<file path="config.mk">
export PLATFORM = sky130hd
export DESIGN_NAME = dac_spi_frame_writer
export DESIGN_NICKNAME = d
export VERILOG_FILES = /design/src/rtl/core/dsfw_pkg.sv /design/src/rtl/core/dsfw_front.sv /design/src/rtl/core/dsfw_fifo.sv /design/src/rtl/core/dsfw_back.sv /design/src/rtl/core/dac_spi_frame_writer.sv
export SDC_FILE = /design/constraint.sdc
export NUM_CORES = 1
export LEC_CHECK = 0
export BUFFER_PORTS_ARGS = -buffer_cell sky130_fd_sc_hd__buf_2
export CAP_MARGIN = 20
export CORE_MARGIN = 5
export CORE_UTILIZATION = 40
export CTS_CLUSTER_SIZE = 12
export DETAILED_ROUTE_END_ITERATION = 10
export GPL_TIMING_DRIVEN = 0
export HOLD_SLACK_MARGIN = 0.06
export PLACE_DENSITY = 0.54
export SYNTH_ARGS = -nofsm -noshare
export SYNTH_HDL_FRONTEND = slang
export SYNTH_SLANG_ARGS = --single-unit
</file>
<file path="constraint.sdc">
create_clock -name i_clk -period 16.25 [get_ports i_clk]
set_clock_uncertainty 0.2 [all_clocks]
set_input_delay 3.25 -clock i_clk [delete_from_list [all_inputs] [get_ports i_clk]]
set_output_delay 3.25 -clock i_clk [all_outputs]
set_load 0.01 [all_outputs]
</file>
<file path="src/rtl/core/dsfw_pkg.sv">
`timescale 1ns / 1ps
package dsfw_pkg;

    localparam int CHANNELS   = 8;
    localparam int CODE_BITS  = 12;
    localparam int FRAME_BITS = 16;
    localparam int CH_W       = (CHANNELS > 1) ? $clog2(CHANNELS) : 1;
    localparam int CNT_W      = 5;
    localparam int PROD_W     = 31;
    localparam int FULL_W     = 15;
    localparam int POS_W      = $clog2(FRAME_BITS);
    localparam int CMD_DEPTH  = 2;
    localparam int CMD_PTR_W  = 1;

    localparam logic [3:0]           FRAME_HEADER = 4'b0011;
    localparam logic [CODE_BITS-1:0] CODE_MAX     = {CODE_BITS{1'b1}};

    localparam logic [1:0] ST_SENT  = 2'd0;
    localparam logic [1:0] ST_SAME  = 2'd1;
    localparam logic [1:0] ST_RANGE = 2'd2;

    localparam logic [1:0] REG_CHANNEL_COUNT = 2'd0;
    localparam logic [1:0] REG_REFERENCE_MV  = 2'd1;
    localparam logic [1:0] REG_RESOLUTION    = 2'd2;
    localparam logic [1:0] REG_RAW_MODE      = 2'd3;

    typedef struct packed {
        logic [3:0]  channel;
        logic [15:0] level;
    } t_in_item;

    typedef struct packed {
        logic       carries_bit;
        logic [1:0] status;
        logic       serial_bit;
        logic [3:0] bit_position;
        logic       clamped;
        logic       final_res;
    } t_result;

    typedef struct packed {
        logic [3:0]  channel_count;
        logic [15:0] reference_mv;
        logic [3:0]  resolution_bits;
        logic        raw_code_mode;
    } t_cfg;

    typedef struct packed {
        logic [1:0]        status;
        logic [PROD_W-1:0] value;
    } t_cmd;

endpackage

</file>
<file path="src/rtl/core/dsfw_front.sv">
`timescale 1ns / 1ps
module dsfw_front (
    input  logic               i_clk,
    input  logic               i_rst_n,
    input  dsfw_pkg::t_cfg     i_cfg,
    input  logic               i_push,
    input  dsfw_pkg::t_in_item i_item,
    input  logic               i_q_full,
    output logic               o_q_wr,
    output dsfw_pkg::t_cmd     o_cmd
);
    import dsfw_pkg::*;

    logic [15:0]       r_last [CHANNELS];
    logic [CNT_W-1:0]  limit;
    logic              in_range;
    logic              unchanged;
    logic [CH_W-1:0]   ch_idx;
    logic [FULL_W-1:0] full_scale;
    logic [PROD_W-1:0] product;

    assign limit = ({1'b0, i_cfg.channel_count} > CNT_W'(CHANNELS)) ?
                   CNT_W'(CHANNELS) : {1'b0, i_cfg.channel_count};
    assign in_range   = {1'b0, i_item.channel} < limit;
    assign ch_idx     = i_item.channel[CH_W-1:0];
    assign unchanged  = r_last[ch_idx] == i_item.level;
    assign full_scale = FULL_W'((16'd1 << i_cfg.resolution_bits) - 16'd1);
    assign product    = PROD_W'(i_item.level) * PROD_W'(full_scale);

    assign o_q_wr = i_push && !i_q_full;

    always_comb begin
        o_cmd.value = i_cfg.raw_code_mode ? PROD_W'(i_item.level) : product;
        if (!in_range) begin
            o_cmd.status = ST_RANGE;
        end else if (unchanged) begin
            o_cmd.status = ST_SAME;
        end else begin
            o_cmd.status = ST_SENT;
        end
    end

    always_ff @(posedge i_clk) begin
        if (!i_rst_n) begin
            for (int i = 0; i < CHANNELS; i++) begin
                r_last[i] <= '0;
            end
        end else if (o_q_wr && in_range && !unchanged) begin
            r_last[ch_idx] <= i_item.level;
        end
    end

endmodule

</file>
<file path="src/rtl/core/dsfw_fifo.sv">
`timescale 1ns / 1ps
module dsfw_fifo (
    input  logic           i_clk,
    input  logic           i_rst_n,
    input  logic           i_wr,
    input  dsfw_pkg::t_cmd i_data,
    input  logic           i_rd,
    output dsfw_pkg::t_cmd o_data,
    output logic           o_full,
    output logic           o_empty
);
    import dsfw_pkg::*;

    t_cmd                 r_mem [CMD_DEPTH];
    logic [CMD_PTR_W-1:0] r_wptr;
    logic [CMD_PTR_W-1:0] r_rptr;
    logic [CMD_PTR_W:0]   r_count;

    assign o_full  = r_count == (CMD_PTR_W + 1)'(CMD_DEPTH);
    assign o_empty = r_count == '0;
    assign o_data  = r_mem[r_rptr];

    always_ff @(posedge i_clk) begin
        if (i_wr) begin
            r_mem[r_wptr] <= i_data;
        end
    end

    always_ff @(posedge i_clk) begin
        if (!i_rst_n) begin
            r_wptr  <= '0;
            r_rptr  <= '0;
            r_count <= '0;
        end else begin
            if (i_wr) begin
                r_wptr <= r_wptr + 1'b1;
            end
            if (i_rd) begin
                r_rptr <= r_rptr + 1'b1;
            end
            if (i_wr && !i_rd) begin
                r_count <= r_count + 1'b1;
            end else if (i_rd && !i_wr) begin
                r_count <= r_count - 1'b1;
            end
        end
    end

endmodule

</file>
<file path="src/rtl/core/dsfw_back.sv">
`timescale 1ns / 1ps
module dsfw_back (
    input  logic              i_clk,
    input  logic              i_rst_n,
    input  dsfw_pkg::t_cfg    i_cfg,
    input  dsfw_pkg::t_cmd    i_cmd,
    input  logic              i_q_empty,
    output logic              o_q_rd,
    output dsfw_pkg::t_result o_result,
    output logic              o_valid,
    input  logic              i_pop
);
    import dsfw_pkg::*;

    localparam logic [1:0] S_IDLE  = 2'd0;
    localparam logic [1:0] S_DIV   = 2'd1;
    localparam logic [1:0] S_SHIFT = 2'd2;

    logic [1:0]            r_state;
    logic [15:0]           r_rem;
    logic [CODE_BITS-1:0]  r_dlow;
    logic [3:0]            r_cnt;
    logic [FRAME_BITS-1:0] r_frame;
    logic [POS_W-1:0]      r_pos;
    logic                  r_clamp;
    logic                  r_out_valid;
    t_result               r_out;

    logic [15:0]           ref_eff;
    logic                  slot_free;
    logic [16:0]           trial;
    logic                  ge;
    logic                  too_big;
    logic                  raw_big;
    logic                  load_out;

    assign ref_eff   = (i_cfg.reference_mv == '0) ? 16'd1 : i_cfg.reference_mv;
    assign slot_free = !r_out_valid || i_pop;
    assign trial     = {r_rem, r_dlow[CODE_BITS-1]};
    assign ge        = trial >= {1'b0, ref_eff};
    assign too_big   = i_cmd.value >= {3'b000, ref_eff, {CODE_BITS{1'b0}}};
    assign raw_big   = i_cmd.value[15:CODE_BITS] != '0;

    assign o_q_rd   = (r_state == S_IDLE) && !i_q_empty &&
                      ((i_cmd.status != ST_SENT) ? slot_free : 1'b1);
    assign load_out = ((r_state == S_IDLE) && o_q_rd && (i_cmd.status != ST_SENT)) ||
                      ((r_state == S_SHIFT) && slot_free);
    assign o_valid  = r_out_valid;
    assign o_result = r_out;

    always_ff @(posedge i_clk) begin
        if (!i_rst_n) begin
            r_state     <= S_IDLE;
            r_out_valid <= 1'b0;
        end else begin
            if (load_out) begin
                r_out_valid <= 1'b1;
            end else if (i_pop) begin
                r_out_valid <= 1'b0;
            end
            unique case (r_state)
                S_IDLE: begin
                    if (o_q_rd) begin
                        if (i_cmd.status != ST_SENT) begin
                            r_out.carries_bit  <= 1'b0;
                            r_out.status       <= i_cmd.status;
                            r_out.serial_bit   <= 1'b0;
                            r_out.bit_position <= '0;
                            r_out.clamped      <= 1'b0;
                            r_out.final_res    <= 1'b1;
                        end else if (i_cfg.raw_code_mode) begin
                            r_clamp <= raw_big;
                            r_frame <= {FRAME_HEADER,
                                        raw_big ? CODE_MAX : i_cmd.value[CODE_BITS-1:0]};
                            r_pos   <= POS_W'(FRAME_BITS - 1);
                            r_state <= S_SHIFT;
                        end else if (too_big) begin
                            r_clamp <= 1'b1;
                            r_frame <= {FRAME_HEADER, CODE_MAX};
                            r_pos   <= POS_W'(FRAME_BITS - 1);
                            r_state <= S_SHIFT;
                        end else begin
                            r_rem   <= i_cmd.value[CODE_BITS+15:CODE_BITS];
                            r_dlow  <= i_cmd.value[CODE_BITS-1:0];
                            r_cnt   <= 4'(CODE_BITS - 1);
                            r_state <= S_DIV;
                        end
                    end
                end
                S_DIV: begin
                    r_rem  <= ge ? 16'(trial - {1'b0, ref_eff}) : trial[15:0];
                    r_dlow <= {r_dlow[CODE_BITS-2:0], ge};
                    r_cnt  <= r_cnt - 1'b1;
                    if (r_cnt == '0) begin
                        r_clamp <= 1'b0;
                        r_frame <= {FRAME_HEADER, r_dlow[CODE_BITS-2:0], ge};
                        r_pos   <= POS_W'(FRAME_BITS - 1);
                        r_state <= S_SHIFT;
                    end
                end
                S_SHIFT: begin
                    if (slot_free) begin
                        r_out.carries_bit  <= 1'b1;
                        r_out.status       <= ST_SENT;
                        r_out.serial_bit   <= r_frame[FRAME_BITS-1];
                        r_out.bit_position <= r_pos;
                        r_out.clamped      <= r_clamp;
                        r_out.final_res    <= r_pos == '0;
                        r_frame            <= {r_frame[FRAME_BITS-2:0], 1'b0};
                        r_pos              <= r_pos - 1'b1;
                        if (r_pos == '0) begin
                            r_state <= S_IDLE;
                        end
                    end
                end
                default: begin
                    r_state <= S_IDLE;
                end
            endcase
        end
    end

endmodule

</file>
<file path="src/rtl/core/dac_spi_frame_writer.sv">
`timescale 1ns / 1ps
// Channel   Direction  Handshake                Payload
// request   in         push / full              i_item (t_in_item)
// result    out        pop / empty              o_result (t_result)
// config    in         psel, penable, pready    paddr, pwdata, prdata
//
// A rejected or unchanged request passes through the command queue and loads its one result
// into the output register; a raw-mode or saturated frame goes from the queue straight to
// shifting, while an unsaturated scaled frame first passes through the 12-step divider.
// Each result waits while the output register still holds an unread result.
// Synchronous active-low reset clears the last-sent levels and restores the register defaults.
// A two-entry command queue lets requests in while a frame is still shifting out.
module dac_spi_frame_writer (
    input  logic               i_clk,
    input  logic               i_rst_n,
    input  logic               push,
    output logic               full,
    input  dsfw_pkg::t_in_item i_item,
    output logic               empty,
    input  logic               pop,
    output dsfw_pkg::t_result  o_result,
    input  logic               psel,
    input  logic               penable,
    input  logic               pwrite,
    input  logic [3:0]         paddr,
    input  logic [31:0]        pwdata,
    output logic [31:0]        prdata,
    output logic               pready
);
    import dsfw_pkg::*;

    t_cfg r_cfg;
    t_cmd front_cmd;
    t_cmd q_cmd;
    logic front_wr;
    logic q_full;
    logic q_empty;
    logic q_rd;
    logic out_valid;
    logic cfg_wr;

    assign pready = 1'b1;
    assign cfg_wr = psel && penable && pwrite && pready;
    assign full   = q_full;
    assign empty  = !out_valid;

    always_ff @(posedge i_clk) begin
        if (!i_rst_n) begin
            r_cfg.channel_count   <= 4'd1;
            r_cfg.reference_mv    <= 16'd3300;
            r_cfg.resolution_bits <= 4'd12;
            r_cfg.raw_code_mode   <= 1'b0;
        end else if (cfg_wr) begin
            unique case (paddr[3:2])
                REG_CHANNEL_COUNT: r_cfg.channel_count   <= pwdata[3:0];
                REG_REFERENCE_MV:  r_cfg.reference_mv    <= pwdata[15:0];
                REG_RESOLUTION:    r_cfg.resolution_bits <= pwdata[3:0];
                REG_RAW_MODE:      r_cfg.raw_code_mode   <= pwdata[0];
                default: ;
            endcase
        end
    end

    always_comb begin
        unique case (paddr[3:2])
            REG_CHANNEL_COUNT: prdata = {28'd0, r_cfg.channel_count};
            REG_REFERENCE_MV:  prdata = {16'd0, r_cfg.reference_mv};
            REG_RESOLUTION:    prdata = {28'd0, r_cfg.resolution_bits};
            REG_RAW_MODE:      prdata = {31'd0, r_cfg.raw_code_mode};
            default:           prdata = '0;
        endcase
    end

    dsfw_front u_front (
        .i_clk    (i_clk),
        .i_rst_n  (i_rst_n),
        .i_cfg    (r_cfg),
        .i_push   (push),
        .i_item   (i_item),
        .i_q_full (q_full),
        .o_q_wr   (front_wr),
        .o_cmd    (front_cmd)
    );

    dsfw_fifo u_fifo (
        .i_clk   (i_clk),
        .i_rst_n (i_rst_n),
        .i_wr    (front_wr),
        .i_data  (front_cmd),
        .i_rd    (q_rd),
        .o_data  (q_cmd),
        .o_full  (q_full),
        .o_empty (q_empty)
    );

    dsfw_back u_back (
        .i_clk     (i_clk),
        .i_rst_n   (i_rst_n),
        .i_cfg     (r_cfg),
        .i_cmd     (q_cmd),
        .i_q_empty (q_empty),
        .o_q_rd    (q_rd),
        .o_result  (o_result),
        .o_valid   (out_valid),
        .i_pop     (pop)
    );

endmodule
</file>
# Word level (Yosys, flattened, before mapping)
# Memory sizes are Yosys's and may differ from the RTL's. A register that Yosys moved wholly into a read port is not among the register bits.
# Cells that the tools add are included.
# classes
n_mux	71
addsub	8
magnitude_cmp	4
shift	1
eq_ne	16
n_reduce_logical	43
multipliers	1
# op_table
op	n
$mux 16	13
$pmux 32 s4	1
$mux 12	5
$pmux 16 s3	1
$mux 4	11
$pmux 16 s2	1
$ge 31x28->1	1
$mul 16x15->31	1
$mux 31	1
$mux 10	3
$pmux 12 s2	1
$mux 2	10
$pmux 10 s2	1
$mux 1	18
$ge 17x16->1	1
$eq 16x16->1	1
$logic_not 16->1	1
$reduce_or 16->1	1
$sub 16x16->16	1
$shl 1x4->15 const A	1
$sub 15x1->15 const B	1
$logic_and 1x1->1	12
$pmux 4 s3	1
$reduce_and 6->1	2
other kinds (25)	54
# word_totals
inputBits	63
mem_bits_rw	194
elab_cells	167
mem_count	2
output_inout_bits	45
regBits	95
# mem_list
name	words	word_bits	read_ports	rd_clocked_by_memory_dff	wr	line	text
u_front.r_last	8	16	1	0	8	dsfw_front.sv:14	logic [15:0] r_last [CHANNELS];
u_fifo.r_mem	2	33	1	1	1	dsfw_fifo.sv:14	t_cmd r_mem [CMD_DEPTH];

# Logic depth before layout (Yosys ltp)
# depth
word_depth	10
mapped_depth	32
mapped_depth_nobuf	28

# By module
# From an unflattened synthesis, not the netlist that was laid out.
# hier_totals
cells_unflattened	2228
hier_area_um2	23303.6
# modules_own_cells
module	area_each_um2	cells_each	instances	seq_area_each_um2
dsfw_front	14835.5	1457	1	3843.7
dsfw_back	4521.8	488	1	1951.9
dsfw_fifo	2600.0	125	1	2082.0
dac_spi_frame_writer	1346.3	158	1	500.5

# Worst setup path before layout
# OpenSTA, ideal clock, no wires.
# synth_timing
path_type	input to register
from	input i_item[5] (netlist bit)
to	memory u_fifo.r_mem[0][27] (netlist bit), data pin
setup_ns	0.262
path_slack_ns	6.894
arrival_time_ns	8.894
cell_stages	23
path_buffers	2
cell_sequence	clkbuf_1 clkbuf_1 and2_1 fa_1 inv_1 fa_1 inv_1 fa_1 inv_1 fa_1 inv_1 fa_1 inv_1 fa_1 inv_1 ha_1 a21oi_1 o21ai_0 and4_1 o21ba_2 a221oi_1 o21ai_0 mux2_2
# synth_rtl
element	line	text
start, declared	dac_spi_frame_writer.sv:18	input dsfw_pkg::t_in_item i_item,
end, declared	dsfw_fifo.sv:14	

==> impl_metrics.env <==
export IMPL_cts_root_buffer="clkbuf_16"
export IMPL_hp_class="reg -> reg"
export IMPL_reg2regPathDepth=28
export IMPL_cp_arrival_ns=10.32
export IMPL_wirelength_um=71100
export IMPL_holdPathStages=2
export IMPL_min_period_ns=10.23
export IMPL_combPwrFrac_pct=63.9
export IMPL_die_h_um=250
export IMPL_drive_gt1_share_pct=10.1
export IMPL_worstMarginPinSlew_ns=1.16
export IMPL_outcome="finished clean"
export IMPL_rsz0062_at_grt="false"
export IMPL_wl_per_cell_um=22.5
export IMPL_slew_limit_headroom_pct=21.9
export IMPL_drtIter0Drc=1365
export IMPL_ctsHoldBuffers=0
export IMPL_vdd_drop_max_uv=281
export IMPL_clk_insertion_delay_late_ns=0.56
export IMPL_antennaDiodeCount=0
export IMPL_synth_edf_count=257
export IMPL_synthArstFlopShare_pct=0
export IMPL_drt_pass1_iter_count=6
export IMPL_fin_nets=2755
export IMPL_tns_ns=0
export IMPL_power_switching_w=0.00267
export IMPL_gr_total_overflow=0
export IMPL_intPower_w=0.00314
export IMPL_syn2layout_area_growth_pct=12.0
export IMPL_power_share_clock_pct=14.0
export IMPL_io_pins=108
export IMPL_multiInputGateArea_mm2=0.0130
export IMPL_dieArea_mm2=0.0626
export IMPL_power_leakage_nw=10.7
export IMPL_via_per_inst=5.63
export IMPL_synth_cell_types=71
export IMPL_final_cell_mix="257 x edfxtp_1, 250 x inv_1, 201 x nand2_1"
export IMPL_rr_startpoint="r_cfg[1]$_SDFFE_PN0P_"
export IMPL_ys_flop_type="edfxtp_1"
export IMPL_finalHoldViolCount=0
export IMPL_n_fill_cell=5468
export IMPL_core_area_mm2=0.0574
export IMPL_netlist_area_mm2=0.0231
export IMPL_worstHoldStart="r_cfg[5]$_SDFFE_PN0P_"
export IMPL_cts_made_buffers=35
export IMPL_ant_nets=0
export IMPL_dp_hpwl_um=54800
export IMPL_mostFrequentLayoutCell="edfxtp_1"
export IMPL_clock_sinks=290
export IMPL_globalplace_congestion=0.937
export IMPL_start_util_pct=40.2
export IMPL_grt_max_degree=34
export IMPL_via_count=17800
export IMPL_portBuffers=60
export IMPL_num_rows=88
export IMPL_synth_yosys_seq_area_share_pct=36.3
export IMPL_first_global_vias=18300
export IMPL_cap_violations=0
export IMPL_synth_cells=2240
export IMPL_cts_tree="yes"
export IMPL_fin_crit_sh_pct=62.9
export IMPL_switching_share_pct=46.0
export IMPL_synth_avg_cell_area_um2=10.3
export IMPL_place_inst=3101
export IMPL_yosysWarnings=0
export IMPL_post_layout_nonfiller_instances=3160
export IMPL_die_width_um=250
export IMPL_postCtsSetupBuffers=0
export IMPL_remaining_drc_errors=0
export IMPL_slew_violations=0
export IMPL_setup_violations_final=0
export IMPL_cts_path_max_buffers=3
export IMPL_startpoint_type="primary input"
export IMPL_crit_path_end_kind="register"
export IMPL_worstSetupPathType="in -> reg"
export IMPL_htree_num_levels=2
export IMPL_antenna_found_initial=2
export IMPL_dp_slack_ns=5.45
export IMPL_seq_power_share_pct=22.1
export IMPL_cts_repair_resize_count=0
export IMPL_hold_ws_ns=0.302
export IMPL_cp_required_ns=16.34
export IMPL_r2r_setup_slack_ns=6.05
export IMPL_clk_pin_slew_worst_paths_ns=0.06
export IMPL_powerDensity_mw_per_mm2=225
export IMPL_whs_endpoint="r_cfg[5]$_SDFFE_PN0P_"
export IMPL_finalWorstSetupSlack_ns=6.02
export IMPL_grtUsageTotal_pct=22.2
export IMPL_grt_pass1_wl_um=109000
export IMPL_rr_endpoint="u_fifo.r_mem[1][27]$_DFFE_PP_"
export IMPL_cp_max_fo=10
export IMPL_ff_latch_area_mm2=0.00838
export IMPL_max_freq_mhz=97.8
export IMPL_ys_seq_elements=290
-- routing by layer --
layer / global-route usage [%] / routed length (um) / vias to the layer above
li1: - / - / 8018
met1: 31.0 / 30800 / 8886
met2: 35.0 / 32300 / 753
met3: 5.38 / 5990 / 142
met4: 6.17 / 2020 / 0
met5: 0 / 0 / -
-- worst max-delay path by stage --
stage / start / to / slack (ns)
3_5_place_dp: i_item[9] / u_fifo.r_mem[0][27]$_DFFE_PP_ / 5.45
4_1_cts: r_cfg[1]$_SDFFE_PN0P_ / u_fifo.r_mem[1][27]$_DFFE_PP_ / 6.09
5_1_grt: r_cfg[1]$_SDFFE_PN0P_ / u_fifo.r_mem[0][27]$_DFFE_PP_ / 5.56
6_report: i_item[9] / u_fifo.r_mem[1][27]$_DFFE_PP_ / 6.02
2_1_floorplan: i_item[5] / u_fifo.r_mem[0][27]$_DFFE_PP_ / 6.89
3_3_place_gp: i_item[9] / u_fifo.r_mem[0][27]$_DFFE_PP_ / 5.50
-- sequential cells by signal, summed over array words and instances, names as in the netlist, named ones only --
register	count
u_fifo.r_rptr	1
u_front.r_last	128
u_back.r_pos	4
u_back.r_dlow	12
u_back.r_clamp	1
u_back.r_rem	16
u_back.r_state	2
u_back.r_cnt	4
u_fifo.r_count	2
r_cfg	25
u_back.o_valid	1
u_fifo.r_mem	66
u_back.r_frame	16
u_fifo.r_wptr	1
u_back.o_result	10
-- critical path, stage by stage --
cell and delay [ns]:
clkbuf_1 0.58, clkbuf_1 0.79, and2_1 0.25, fa_1 0.41, inv_1 0.09, fa_1 0.38, inv_1 0.08, fa_1 0.44
fa_1 0.48, fa_1 0.54, inv_1 0.05, fa_1 0.62, inv_1 0.07, ha_1 0.38, a21o_1 0.20, a21oi_1 0.41
o211ai_1 0.14, o21ba_2 0.24, a221oi_1 0.42, o21ai_0 0.18, mux2_2 0.32
-- area by class of cell --
type	instances	share of cell area, %
plain buffers	181	3.25
clock buffers	42	3.70
clock inverters	17	0.862
inverters	251	3.65
multi-input cells	1533	50.5
flip-flops and latches	290	32.4
well taps	765	3.71
repair buffers	81	1.91
-- cells by family after synthesis --
| kind of cell | share of synthesized area (%) |
|---|---|
| AO/OA/AOI/OAI | 8.48 |
| XOR/XNOR | 2.09 |
| adder cells (fa/ha/maj) | 23.2 |
| buffers and inverters | 7.72 |
| flip-flops | 36.3 |
| multiplexers | 5.69 |
| other | 0.0326 |
| AND/OR/NAND/NOR | 16.5 |
-- cells in the mapped netlist, types with 20 or more instances --
master / number / area [um2]
nor4_1: 141 / 882
nor2b_1: 48 / 300
clkbuf_1: 128 / 480
xor2_1: 23 / 201
edfxtp_1: 257 / 7720
dfxtp_1: 33 / 661
nor3_1: 20 / 100
a21oi_1: 72 / 360
mux2i_1: 68 / 681
a21o_1: 22 / 165
o21ai_0: 55 / 275
ha_1: 138 / 1730
nor2_1: 98 / 368
xnor2_1: 32 / 280
nand2_1: 201 / 754
fa_1: 181 / 3620
nand3_1: 51 / 255
buf_4: 25 / 188
a22oi_1: 31 / 233
mux2_2: 25 / 282
inv_1: 250 / 938
and2_1: 96 / 601
-- power by group through the flow --
stage / Sequential, W / Combinational, W / Clock, W
global placement: 0.00130 / 0.00362 / 0
global route: 0.00129 / 0.00421 / 0.000857
CTS: 0.00128 / 0.00372 / 0.000825
finish: 0.00128 / 0.00372 / 0.000816
detailed placement: 0.00130 / 0.00369 / 0
floorplan: 0.00129 / 0.00264 / 0
-- per-stage QoR --
step,total power [W],instance area [um2],utilization [%]
2_1_floorplan,0.00393,23100,-
3_3_place_gp,0.00492,24400,42.5
3_5_place_dp,0.00498,24600,43.0
4_1_cts,0.00583,25800,45.0
5_1_grt,0.00636,25800,45.0
6_report,0.00582,25800,45.0
Note: power is estimated with default switching activity, not from simulation.
